`src/hw/rtl/kts_pkg.sv`:
```
// Shared constants and codes for the keyed table with swap remove.
package kts_pkg;

	// Table geometry
	localparam int DEPTH = 16;
	localparam int IDX_W = (DEPTH > 1) ? $clog2(DEPTH) : 1;
	localparam int CNT_W = $clog2(DEPTH + 1);

	// Fixed port widths
	localparam int ACT_W   = 2;
	localparam int KEY_W   = 32;
	localparam int COST_W  = 32;
	localparam int TYPE_W  = 8;
	localparam int STAT_W  = 2;
	localparam int SLOT_W  = 4;
	localparam int COUNT_W = 5;
	localparam int CAP_W   = 5;
	localparam int PAY_W   = COST_W + TYPE_W;

	typedef enum logic [ACT_W-1:0] {
		ACT_ADD    = 2'd0,
		ACT_REMOVE = 2'd1,
		ACT_FIND   = 2'd2,
		ACT_NONE   = 2'd3
	} action_t;

	typedef enum logic [STAT_W-1:0] {
		STAT_OK      = 2'd0,
		STAT_FULL    = 2'd1,
		STAT_DUP     = 2'd2,
		STAT_MISSING = 2'd3
	} status_t;

endpackage

```
`src/hw/rtl/kts_ram.sv`:
```
// Generic single-write, single-read RAM with registered read data.
module kts_ram #(
	parameter int WIDTH = 8,
	parameter int DEPTH = 16,
	localparam int AW = (DEPTH > 1) ? $clog2(DEPTH) : 1
) (
	input  logic             clk,
	input  logic             we,
	input  logic [AW-1:0]    waddr,
	input  logic [WIDTH-1:0] wdata,
	input  logic             re,
	input  logic [AW-1:0]    raddr,
	output logic [WIDTH-1:0] rdata
);

	logic [WIDTH-1:0] mem_q [DEPTH];

	always_ff @(posedge clk) begin
		if (we) begin
			mem_q[waddr] <= wdata;
		end
		if (re) begin
			rdata <= mem_q[raddr];
		end
	end

endmodule

```
`src/hw/rtl/keyed_table_swap_remove.sv`:
```
// Keyed table of unique entries: add, swap remove and find by key.
//
// Usage: drive action, item_id, item_cost and item_type with start high;
// the transaction is taken at a clock edge where start is high and busy low.
// Each transaction yields one result: status, slot_index and entry_count
// shown for exactly one cycle with done high. The receiver cannot stall.
// capacity is written through cfg_wr_en / cfg_wr_data while idle.
// Steps, start edge to done:
//   add refused as full, unused action: result registered at the start edge
//   otherwise: a key scan (one key read per cycle from the key RAM, compare
//   on the registered read data), stopping early on a hit, then the result;
//   an append adds the S_APPEND state, a remove with move of the last entry
//   adds S_MOVE_RD and S_MOVE_WR.
// busy falls with done, so a new transaction may start in the cycle
// its predecessor's result is shown.
// Reset clears the live count to zero and capacity to 16; the RAM contents
// stay undefined, only slots below the live count are ever read.
module keyed_table_swap_remove
	import kts_pkg::*;
(
	input  logic               clk,
	input  logic               arst_n,
	input  logic               start,
	output logic               busy,
	input  logic [ACT_W-1:0]   action,
	input  logic [KEY_W-1:0]   item_id,
	input  logic [COST_W-1:0]  item_cost,
	input  logic [TYPE_W-1:0]  item_type,
	input  logic               cfg_wr_en,
	input  logic [CAP_W-1:0]   cfg_wr_data,
	output logic               done,
	output logic [STAT_W-1:0]  status,
	output logic [SLOT_W-1:0]  slot_index,
	output logic [COUNT_W-1:0] entry_count
);

	typedef enum logic [4:0] {
		S_IDLE    = 5'b00001,
		S_SCAN    = 5'b00010,
		S_APPEND  = 5'b00100,
		S_MOVE_RD = 5'b01000,
		S_MOVE_WR = 5'b10000
	} state_t;

	state_t              state_q;
	action_t             act_q;
	logic [KEY_W-1:0]    key_q;
	logic [PAY_W-1:0]    pay_q;
	logic [CNT_W-1:0]    cnt_q;
	logic [CAP_W-1:0]    cap_q;
	logic [CNT_W-1:0]    idx_q;
	logic [IDX_W-1:0]    pos_q;
	logic                pend_s1;
	logic [IDX_W-1:0]    addr_s1;
	logic                done_q;
	status_t             status_q;
	logic [IDX_W-1:0]    slot_q;
	logic [CNT_W-1:0]    count_out_q;

	logic [CNT_W-1:0]    limit;
	logic [CNT_W-1:0]    cnt_dec;
	logic [IDX_W-1:0]    last_idx;
	logic                issue;
	logic                hit;
	logic                scan_end;
	logic [KEY_W-1:0]    key_rdata;
	logic [PAY_W-1:0]    pay_rdata;
	logic                key_we;
	logic                key_re;
	logic [IDX_W-1:0]    waddr;
	logic [IDX_W-1:0]    key_raddr;
	logic [KEY_W-1:0]    key_wdata;
	logic [PAY_W-1:0]    pay_wdata;

	// Effective capacity saturates at the table depth
	assign limit    = (32'(cap_q) > DEPTH) ? CNT_W'(DEPTH) : CNT_W'(cap_q);
	assign cnt_dec  = cnt_q - 1'b1;
	assign last_idx = cnt_dec[IDX_W-1:0];

	// Scan pipeline: read key at idx_q, compare in the cycle after the read
	assign issue    = (state_q == S_SCAN) && (idx_q < cnt_q);
	assign hit      = pend_s1 && (key_rdata == key_q);
	assign scan_end = (state_q == S_SCAN) && (hit || (!issue && !pend_s1));

	// RAM port steering
	assign key_re    = issue || (state_q == S_MOVE_RD);
	assign key_raddr = (state_q == S_MOVE_RD) ? last_idx : idx_q[IDX_W-1:0];
	assign key_we    = (state_q == S_APPEND) || (state_q == S_MOVE_WR);
	assign waddr     = (state_q == S_APPEND) ? cnt_q[IDX_W-1:0] : pos_q;
	assign key_wdata = (state_q == S_APPEND) ? key_q : key_rdata;
	assign pay_wdata = (state_q == S_APPEND) ? pay_q : pay_rdata;

	kts_ram #(
		.WIDTH (KEY_W),
		.DEPTH (DEPTH)
	) u_key_ram (
		.clk   (clk),
		.we    (key_we),
		.waddr (waddr),
		.wdata (key_wdata),
		.re    (key_re),
		.raddr (key_raddr),
		.rdata (key_rdata)
	);

	// Cost and type travel together
	kts_ram #(
		.WIDTH (PAY_W),
		.DEPTH (DEPTH)
	) u_pay_ram (
		.clk   (clk),
		.we    (key_we),
		.waddr (waddr),
		.wdata (pay_wdata),
		.re    (state_q == S_MOVE_RD),
		.raddr (last_idx),
		.rdata (pay_rdata)
	);

	// Capacity register
	always_ff @(posedge clk or negedge arst_n) begin
		if (!arst_n) begin
			cap_q <= CAP_W'(16);
		end else if (cfg_wr_en) begin
			cap_q <= cfg_wr_data;
		end
	end

	// Sequencer
	always_ff @(posedge clk or negedge arst_n) begin
		if (!arst_n) begin
			state_q     <= S_IDLE;
			act_q       <= ACT_ADD;
			key_q       <= '0;
			pay_q       <= '0;
			cnt_q       <= '0;
			idx_q       <= '0;
			pos_q       <= '0;
			pend_s1     <= 1'b0;
			addr_s1     <= '0;
			done_q      <= 1'b0;
			status_q    <= STAT_OK;
			slot_q      <= '0;
			count_out_q <= '0;
		end else begin
			case (state_q)
				S_IDLE: begin
					if (start) begin
						act_q <= action_t'(action);
						key_q <= item_id;
						pay_q <= {item_cost, item_type};
						if (action_t'(action) == ACT_ADD && cnt_q >= limit) begin
							done_q      <= 1'b1;
							status_q    <= STAT_FULL;
							slot_q      <= '0;
							count_out_q <= cnt_q;
						end else if (action_t'(action) == ACT_NONE) begin
							done_q      <= 1'b1;
							status_q    <= STAT_MISSING;
							slot_q      <= '0;
							count_out_q <= cnt_q;
						end else begin
							done_q  <= 1'b0;
							idx_q   <= '0;
							pend_s1 <= 1'b0;
							state_q <= S_SCAN;
						end
					end else begin
						done_q <= 1'b0;
					end
				end
				S_SCAN: begin
					pend_s1 <= issue && !scan_end;
					addr_s1 <= idx_q[IDX_W-1:0];
					if (issue) begin
						idx_q <= idx_q + 1'b1;
					end
					if (scan_end) begin
						if (hit) begin
							pos_q <= addr_s1;
							case (act_q)
								ACT_FIND: begin
									done_q      <= 1'b1;
									status_q    <= STAT_OK;
									slot_q      <= addr_s1;
									count_out_q <= cnt_q;
									state_q     <= S_IDLE;
								end
								ACT_REMOVE: begin
									if (addr_s1 == last_idx) begin
										// Last slot: nothing to move
										cnt_q       <= cnt_dec;
										done_q      <= 1'b1;
										status_q    <= STAT_OK;
										slot_q      <= addr_s1;
										count_out_q <= cnt_dec;
										state_q     <= S_IDLE;
									end else begin
										done_q  <= 1'b0;
										state_q <= S_MOVE_RD;
									end
								end
								default: begin
									done_q      <= 1'b1;
									status_q    <= STAT_DUP;
									slot_q      <= '0;
									count_out_q <= cnt_q;
									state_q     <= S_IDLE;
								end
							endcase
						end else if (act_q == ACT_ADD) begin
							done_q  <= 1'b0;
							state_q <= S_APPEND;
						end else begin
							done_q      <= 1'b1;
							status_q    <= STAT_MISSING;
							slot_q      <= '0;
							count_out_q <= cnt_q;
							state_q     <= S_IDLE;
						end
					end else begin
						done_q <= 1'b0;
					end
				end
				S_APPEND: begin
					cnt_q       <= cnt_q + 1'b1;
					done_q      <= 1'b1;
					status_q    <= STAT_OK;
					slot_q      <= cnt_q[IDX_W-1:0];
					count_out_q <= cnt_q + 1'b1;
					state_q     <= S_IDLE;
				end
				S_MOVE_RD: begin
					done_q  <= 1'b0;
					state_q <= S_MOVE_WR;
				end
				S_MOVE_WR: begin
					cnt_q       <= cnt_dec;
					done_q      <= 1'b1;
					status_q    <= STAT_OK;
					slot_q      <= pos_q;
					count_out_q <= cnt_dec;
					state_q     <= S_IDLE;
				end
				default: begin
					done_q  <= 1'b0;
					state_q <= S_IDLE;
				end
			endcase
		end
	end

	// Outputs
	assign busy        = (state_q != S_IDLE);
	assign done        = done_q;
	assign status      = status_q;
	assign slot_index  = SLOT_W'(slot_q);
	assign entry_count = COUNT_W'(count_out_q);

endmodule

```
`config.mk`:
```
export PLATFORM = sky130hd
export DESIGN_NAME = keyed_table_swap_remove
export DESIGN_NICKNAME = d
export VERILOG_FILES = /design/src/hw/rtl/kts_pkg.sv /design/src/hw/rtl/kts_ram.sv /design/src/hw/rtl/keyed_table_swap_remove.sv
export SDC_FILE = /design/constraint.sdc
export NUM_CORES = 1
export LEC_CHECK = 0
export ABC_CLOCK_PERIOD_IN_PS = 5360
export BUFFER_PORTS_ARGS = -buffer_cell sky130_fd_sc_hd__buf_2
export CORE_MARGIN = 2
export CORE_UTILIZATION = 35
export DETAILED_ROUTE_END_ITERATION = 16
export GPL_TIMING_DRIVEN = 0
export HOLD_SLACK_MARGIN = 0.08
export PLACE_DENSITY = 0.52
export SLEW_MARGIN = 5
export SYNTH_ARGS = -nofsm -noshare
export SYNTH_HDL_FRONTEND = slang
export SYNTH_HIERARCHICAL = 1
export SYNTH_SLANG_ARGS = --single-unit
export TNS_END_PERCENT = 1
```
`constraint.sdc`:
```
create_clock -name clk -period 5.36 [get_ports clk]
set_clock_uncertainty 0.1 [all_clocks]
set_input_delay 1.072 -clock clk [delete_from_list [all_inputs] [get_ports clk]]
set_output_delay 1.072 -clock clk [all_outputs]
set_load 0.02 [all_outputs]
```
# [After elaboration in Yosys (flattened, before gate mapping)]
# Memories as Yosys holds them, arrays and structs flattened. A register that Yosys moved wholly into a read port is not among the register bits.
# Cells that the tools add are included.
[word_totals] inputBits=83 word_cells=133 mem_bits_rw=512 ff_bits=75 memories=1
[classes] n_reduce_logical=27 magnitude_cmp=3 add_sub_neg=3 mux=64 n_eq_ne=22
[mem_list] memory="u_key_ram.mem_q" depth=16 word_bits=32 read_ports=1 rd_clocked_by_memory_dff=1 wr=1 line_no="kts_ram.sv:16" rtl="logic [WIDTH-1:0] mem_q [DEPTH];"
[op_table] operator="$mux 5" count=21
[op_table] operator="$mux 4" count=11
[op_table] operator="$eq 32x32->1" count=1
[op_table] operator="$mux 32" count=1
[op_table] operator="$pmux 5 s3" count=2
[op_table] operator="$pmux 5 s4" count=1
[op_table] operator="$pmux 4 s4" count=1
[op_table] operator="$mux 2" count=7
[op_table] operator="$mux 1" count=13
[op_table] operator="$ne 2x2->1 const B" count=6
[op_table] operator="$reduce_and 6->1" count=2
[op_table] operator="$add 5x1->5 const B" count=2
[op_table] operator="$pmux 5 s2" count=1
[op_table] operator="$reduce_and 5->1" count=2
[op_table] operator="$pmux 4 s2" count=1
[op_table] operator="$reduce_and 4->1" count=2
[op_table] operator="$logic_and 1x1->1" count=6
[op_table] operator="$ne 3x3->1 const B" count=2
[op_table] operator="$pmux 2 s3" count=1
[op_table] operator="$reduce_bool 3->1" count=2
[op_table] operator="$eq 5x1->1 const B" count=1
[op_table] operator="$eq 5x2->1 const B" count=1
[op_table] operator="$eq 5x3->1 const B" count=1
[op_table] operator="$eq 5x4->1 const B" count=1
[op_table] operator="other kinds (23)" count=30

# [Longest topological paths before layout]
# Gate-level depths: netlist of the first run.
[depth] word_depth=9 ltp_mapped=11 mapped_depth_nobuf=10

# [Hierarchy]
# The synthesis of the first run kept the hierarchy.
[by_module_without_submodules] mod="kts_ram" area_per_inst_um2=20155.6 instances=1 cells_per_inst=838
[by_module_without_submodules] mod="keyed_table_swap_remove" area_per_inst_um2=4672.0 instances=1 cells_per_inst=499

# [Worst setup path before layout of the first run]
# Ideal clock, no wire load.
[synth_path] path_kind="register to register" start="reg state_q[0]" end="mem u_key_ram/mem_q[0][0] (netlist name), enable pin" path_slack_ns=0.680 path_stages_with_launch=8 setup_time_ns=0.461 t_arrival_ns=4.119 period_less_slack_ns=4.680 path_buffers=2 path_cell_list="dfstp_2 > nor2_1 > nand3_1 > clkbuf_1 > clkbuf_1 > o21ai_0 > or3b_2 > nor3_1"
[synth_lines] element="start, declared" line_no="keyed_table_swap_remove.sv:45" rtl="state_t state_q;"
[synth_lines] element="start signal, assigned" line_no="keyed_table_swap_remove.sv:132" rtl="state_q <= S_IDLE;"
[synth_lines] element="start signal, assigned" line_no="keyed_table_swap_remove.sv:166" rtl="state_q <= S_SCAN;"
[synth_lines] element="start signal, assigned" line_no="keyed_table_swap_remove.sv:187" rtl="state_q <= S_IDLE;"
[synth_lines] element="$eq 5x3->1" line_no="keyed_table_swap_remove.sv:89" rtl="assign waddr = (state_q == S_APPEND) ? cnt_q[IDX_W-1:0] : pos_q;"
[synth_lines] element="$mux 4" line_no="keyed_table_swap_remove.sv:89"
[synth_lines] element="named net waddr[2]" line_no="keyed_table_swap_remove.sv:70" rtl="logic [IDX_W-1:0] waddr;"
[synth_lines] element="end, declared" line_no="kts_ram.sv:16"
# The timed path passes the listed nets, and every way through them passes these cells.

# [Final worst setup path of the first run]
[layout_path] start="reg state_q[0]" end="mem u_key_ram/mem_q[4][17] (netlist name), enable pin"
# Same word-level chain as after synthesis.

==> results of run 1 <==
[final timing paths]
check | endpoint | slack [ns] | cells after the start
worst min-delay path | key_q[30]$_DFFE_PN0P_ | 0.29 | 1
worst max-delay path | u_key_ram/mem_q[4][17]$_DFFE_PP_ | 0.94 | 10
worst max register to register | u_key_ram/mem_q[4][17]$_DFFE_PP_ | 0.94 | 10
min in group clk | entry_count[1]$_DFFE_PN0P_ | 0.41 | 1
max in group asynchronous | key_q[1]$_DFFE_PN0P_ | 4.22 | 2
worst min register to register | entry_count[1]$_DFFE_PN0P_ | 0.41 | 1
[cell families (layout without fill, tap and decap cells)]
kind of cell    Yosys count  count (layout)  synth area share (%)
compound gates          113             113                  3.38
xor+xnor                 46              46                  1.62
fa+ha+maj                14              14                 0.706
buf+inv                  81             297                  1.45
flops                   619             619                  73.4
mux                     185             185                  14.2
simple gates            279             279                  5.24
[metrics by stage]
| step | util (%) | hold slack [ns] | cell area, µm² | instances | worst slack, ns |
|---|---|---|---|---|---|
| after global placement | 37.5 | 0.390 | 26300 | 2332 | -3.36 |
| final | 41.6 | 0.291 | 29200 | 2493 | 0.943 |
| after CTS | 41.6 | 0.270 | 29200 | 2493 | 0.988 |
| after detailed placement | 38.3 | 0.397 | 26900 | 2364 | 1.03 |
| after global routing | 41.6 | 0.292 | 29200 | 2493 | 0.754 |
| after floorplan | - | 0.373 | 24800 | 1337 | 0.680 |
[report_power, final]
group | switching [mW] | internal (mW)
Sequential | 0.245 | 5.51
Combinational | 0.932 | 0.661
Clock | 1.94 | 2.87
Total | 3.11 | 9.04
[final cells by class]
class	count	share of cell area, %
Sequential cell	619	62.4
Multi-Input combinational cell	637	21.8
Clock buffer	101	6.72
Tap cell	940	4.03
Timing Repair Buffer	87	2.61
Clock inverter	28	1.25
Buffer	63	0.998
Inverter	18	0.231
[sequential cells by signal (all words and copies together), names as in the netlist]
signal	flops
act_q	2
addr_s1	4
cap_q	5
cnt_q	5
done	1
entry_count	5
idx_q	5
key_q	32
pend_s1	1
pos_q	4
slot_index	4
state_q	5
status	2
u_key_ram/mem_q	512
u_key_ram/rdata	32
[placed cells by master, fill, tap and decap left out, types with 5 or more instances in the layout]
cell type,instances
bufinv_16,6
nand3b_1,6
inv_1,17
nand2_1,169
clkbuf_1,56
nor4_1,9
a21o_1,5
buf_6,6
mux2_4,5
xnor2_1,9
buf_4,21
buf_2,62
mux4_2,128
mux2i_1,6
edfxtp_1,544
clkbuf_16,73
o21ai_0,15
xor2_1,37
nand4_1,6
buf_1,13
nand3_1,7
nor3_2,6
a22oi_1,64
nor2_4,12
nor2_1,20
ha_1,14
a21oi_1,11
clkinv_2,9
mux2_2,46
nand2b_1,6
and2_1,7
nor2b_1,5
dfrtp_1,73
clkinv_1,6
buf_12,12
[routing by layer]
metal  routed length, µm  track usage [%]  vias up
li1                    -                -     5640
met1               27800             24.3     7031
met2               30100             28.0      467
met3                4180             3.92       97
met4                1720             5.48        0
met5                   0                0        -
==> impl_metrics.py, run 1 <==
metrics = {
    "routing": {
        "drtIter0Drc": 1254,
        "detail_route.vias_per_cell": 5.31,
        "first_pass_iters": 5,
        "post_drt_wl_per_cell_um": 25.6,
        "drc_errors": 0,
        "vias": 13235,
        "wl_mm": 63.7,
        "ant_nets": 0,
    },
    "sta": {
        "rsz0062_at_grt": "no",
        "finalSetupTns_ns": 0,
        "min_period_over_period_pct": 82.4,
        "hold_viol_final": 0,
        "fin_crit_ns": 4.42,
        "maxSlewHeadroom_pct": 11.2,
        "setup_violations": 0,
        "tightest_slew_ns": 1.32,
        "max_freq_mhz": 226,
        "drv_slew": 0,
    },
    "yosys": {
        "syn_avg_cell_area_um2": 18.6,
        "synth_top_area_share_pct": 65.8,
        "async_flop_share_pct": 12.1,
        "ys_types": 60,
        "yosys-top-cells-area": "edfxtp_1 66%, mux4_2 12%, dfrtp_1 7.4%",
        "yosys.area.top_type": "edfxtp_1",
        "synth-main-ff-cell": "edfxtp_1",
        "synth-edff-count": 544,
        "syn_area_mm2": 0.0248,
        "seq_area_frac_synth_pct": 73.4,
        "yosysMostFrequentCell": "edfxtp_1",
        "syn-num-nets": 1434,
        "synth_common_cells": "544 x edfxtp_1, 169 x nand2_1, 128 x mux4_2",
        "ys_warn_count": 6,
        "synthCells": 1337,
        "synth_seq_cells": 619,
    },
    "critical_path": {
        "critPathBufInv": 5,
        "required_ns": 5.57,
        "critPathKind": "flip-flop to flip-flop",
        "end_kind": "flip-flop",
        "path_max_fanout": 10,
        "critPathLaunchType": "flip-flop",
        "slowest_stage": "nor3_2",
        "path_common_cell": "clkbuf_1",
        "crit_path_start": "state_q[0]$_DFFE_PN1P_",
        "crit_chain": "nor2_1, nand3_1, clkbuf_1, clkbuf_1, o21ai_0, nand3b_1, nor3_2, buf_8, buf_6, buf_4",
        "cpPeakStageDelay_ns": 0.83,
        "cp.arrival_ns": 4.63,
        "critical-path-top-delay-family": "buffers and inverters",
        "r2r-start": "state_q[0]$_DFFE_PN1P_",
    },
    "placement": {
        "io_buffers": 55,
        "place_congestion": 0.801,
        "place_hpwl_mm": 40.8,
    },
    "cells_and_area": {
        "seq_area_mm2": 0.0182,
        "layout-drive-gt1-share_pct": 27.0,
        "antenna-diode-count": 0,
        "syn_to_final_growth_pct": 17.6,
        "nets": 1593,
        "n_fill_cell": 6356,
        "multi_input_area_mm2": 0.00637,
    },
    "clock_tree": {
        "path_clk_slew_ns": 0.06,
        "cts_made_buffers": 70,
        "cts.path.max_buffers": 3,
        "root_buffer": "clkbuf_16",
        "htreeDepth": 3,
        "post_cts_resized": 0,
        "cts_tree": "yes",
        "clock_sinks": 619,
        "post_cts_buffers": 0,
        "ctsHoldBuffers": 0,
        "clk_latency_ns": 0.62,
    },
    "global_routing": {
        "grt_pass1_wl_mm": 93.4,
        "grt_pass1_vias": 13571,
        "antenna_found_initial": 1,
        "grt.total_usage_pct": 17.6,
        "grt_max_degree": 50,
        "gr-total-overflow": 0,
    },
    "floorplanning": {
        "core_area_mm2": 0.0701,
        "num_rows": 97,
        "die_width_um": 270,
        "io_pins": 96,
        "floorplan.initialDensity_pct": 35.4,
        "die_h_um": 270,
        "die_area_mm2": 0.0731,
    },
    "power": {
        "vdd_drop_max_mv": 0.312,
        "power.total_mw": 12.2,
        "p_leak_nw": 9.79,
        "power.density_mw_per_mm2": 416,
    },
    "worst_hold_path": {
        "hold_path.class": "input pin to asynchronous set/reset pin",
    },
    "flow_run": {
        "maxCapViolations": 0,
    },
    "status": {
        "status": "complete, no violations",
    },
}
No activity file was read; power rests on OpenSTA's default activity.
==> run 2: changes to the inputs <==
ABC_CLOCK_PERIOD_IN_PS = 4100   (was 5360)
clock period = 4.1 ns   (was 5.36 ns; I/O delays follow)
==> run 2 against run 1 <==
Sequential share of layout area rose by 0.099 points. Critical path depth down 1. Critical path type unchanged. Setup slack worse by 0.88 ns. Worst hold slack gained 0.053 ns. Combinational power is 31% higher. Sequential power up 31%. Utilization fell by 0.066 points.
==> impl_metrics.py, run 2 (synthesized netlist as in run 1, its figures left out) <==
metrics = {
    "status": {
        "status": "complete, no violations",
    },
    "power": {
        "p_leak_nw": 9.75,
        "power.density_mw_per_mm2": 535,
        "power.total_mw": 15.6,
        "vdd_drop_max_mv": 0.319,
    },
    "placement": {
        "place_congestion": 0.784,
        "place_hpwl_mm": 40.9,
        "placed_cell_area_mm2": 0.0269,
        "dp.cells": 2362,
        "dp_slack_ns": -0.251,
        "io_buffers": 55,
    },
    "worst_hold_path": {
        "hold_path.class": "input pin to flip-flop",
        "holdPathStages": 2,
        "hold_end": "key_q[20]$_DFFE_PN0P_",
        "holdCritStartpoint": "item_id[20]",
    },
    "critical_path": {
        "path_common_cell": "nand2_1",
        "path_max_fanout": 17,
        "end_kind": "flip-flop",
        "required_ns": 4.30,
        "rrSetupSlack_ns": 0.07,
        "critical-path-top-delay-family": "simple AND/OR/NAND/NOR gates",
        "slowest_stage": "nor2_4",
        "critPathLaunchType": "flip-flop",
        "r2r-end": "u_key_ram/mem_q[3][15]$_DFFE_PP_",
        "r2r_cells": 9,
        "cpPeakStageDelay_ns": 0.76,
        "cp.arrival_ns": 4.23,
        "critPathKind": "flip-flop to flip-flop",
        "critPathBufInv": 3,
        "r2r-start": "state_q[0]$_DFFE_PN1P_",
        "crit_chain": "nor2_1, nand3_1, clkbuf_1, clkbuf_2, nand2_1, o21ai_1, nand2_1, nor2_4, buf_16",
    },
    "clock_tree": {
        "cts_tree": "yes",
        "cts.path.max_buffers": 3,
        "htreeDepth": 3,
        "path_clk_slew_ns": 0.06,
        "cts_made_buffers": 69,
        "clock_sinks": 619,
        "clk_latency_ns": 0.61,
        "root_buffer": "clkbuf_16",
    },
    "floorplanning": {
        "die_area_mm2": 0.0731,
        "floorplan.initialDensity_pct": 35.4,
        "core_area_mm2": 0.0701,
        "num_rows": 97,
        "die_width_um": 270,
        "die_h_um": 270,
        "io_pins": 96,
    },
    "global_routing": {
        "grt_pass1_vias": 13485,
        "grt_pass1_wl_mm": 91.0,
        "grt.total_usage_pct": 17.2,
        "grt_max_degree": 51,
        "antenna_found_initial": 1,
        "gr-total-overflow": 0,
    },
    "cells_and_area": {
        "mostFrequentLayoutCells": "544 x edfxtp_1, 169 x nand2_1, 128 x mux4_2",
        "nets": 1593,
        "final_cells": 2489,
        "final_common_cell": "edfxtp_1",
        "layout-drive-gt1-share_pct": 26.5,
        "reg.largest.list": "u_key_ram/mem_q: 512 flops, key_q: 32 flops, u_key_ram/rdata: 32 flops",
        "n_fill_cell": 6277,
        "antenna-diode-count": 0,
        "postLayoutCellArea_mm2": 0.0292,
        "max_flop_register": "u_key_ram/mem_q",
        "largest_reg_flops": 512,
        "syn_to_final_growth_pct": 17.4,
    },
    "sta": {
        "max_freq_mhz": 248,
        "hold_viol_final": 0,
        "rsz0062_at_grt": "yes",
        "min_period_over_period_pct": 98.4,
        "maxSlewHeadroom_pct": 22.2,
        "finalWorstSetupSlack_ns": 0.0654,
        "finalSetupTns_ns": 0,
        "tightest_slew_ns": 1.16,
        "drv_slew": 0,
        "fin_crit_ns": 4.03,
        "setup_violations": 0,
    },
    "routing": {
        "vias": 13050,
        "detail_route.vias_per_cell": 5.24,
        "ant_nets": 0,
        "first_pass_iters": 5,
        "post_drt_wl_per_cell_um": 25.0,
        "drc_errors": 0,
        "wl_mm": 62.3,
        "drtIter0Drc": 1254,
    },
    "flow_run": {
        "maxCapViolations": 0,
    },
}
## run 2: layer usage
metal	up-vias	GRT usage, %	wire, µm
li1	5640	-	-
met4	0	4.62	1400
met3	94	3.45	3860
met2	410	27.4	29700
met1	6906	24.0	27400
met5	-	0	0
## run 2: repair_timing
action                                  in CTS  in global routing
endpoints found under the hold margin       23                  0
setup buffers                                2                  0
endpoints found under the setup margin     270                118
resized for setup                            2                  0
pin swaps                                    3                  2
hold buffers                                 1                  0
## run 2: worst max-delay path by stage
stage	slack [ns]	depth (start not counted)	endpoint	start
2_1_floorplan	-0.30	7	u_key_ram/mem_q[8][0]$_DFFE_PP_	state_q[0]$_DFFE_PN1P_
3_3_place_gp	-4.43	7	u_key_ram/mem_q[8][21]$_DFFE_PP_	state_q[0]$_DFFE_PN1P_
3_5_place_dp	-0.25	8	u_key_ram/mem_q[7][22]$_DFFE_PP_	state_q[1]$_DFFE_PN0P_
4_1_cts	0.11	9	u_key_ram/mem_q[3][15]$_DFFE_PP_	state_q[0]$_DFFE_PN1P_
5_1_grt	-0.10	9	u_key_ram/mem_q[8][15]$_DFFE_PP_	state_q[0]$_DFFE_PN1P_
6_report	0.07	9	u_key_ram/mem_q[3][15]$_DFFE_PP_	state_q[0]$_DFFE_PN1P_
## run 2: layout make-up
class / count / area, µm² / share of cell area, %
Timing Repair Buffer: 88 / 823 / 2.82
Clock buffer: 105 / 2000 / 6.84
Sequential cell: 619 / 18200 / 62.5
Buffer: 63 / 293 / 1.00
Multi-Input combinational cell: 637 / 6370 / 21.9
Clock inverter: 19 / 215 / 0.738
Tap cell: 940 / 1180 / 4.03
Inverter: 18 / 67.6 / 0.232
## run 2: report_power, final
group / internal (mW) / switching (mW)
combinational: 0.868 / 1.22
clock: 3.51 / 2.47
sequential: 7.21 / 0.319
## run 2: metrics by stage
| step | util (%) | hold slack, ns |
|---|---|---|
| after floorplan | - | 0.373 |
| after global placement | 37.5 | 0.388 |
| after detailed placement | 38.4 | 0.395 |
| after CTS | 41.6 | 0.296 |
| after global routing | 41.6 | 0.315 |
| final | 41.6 | 0.343 |
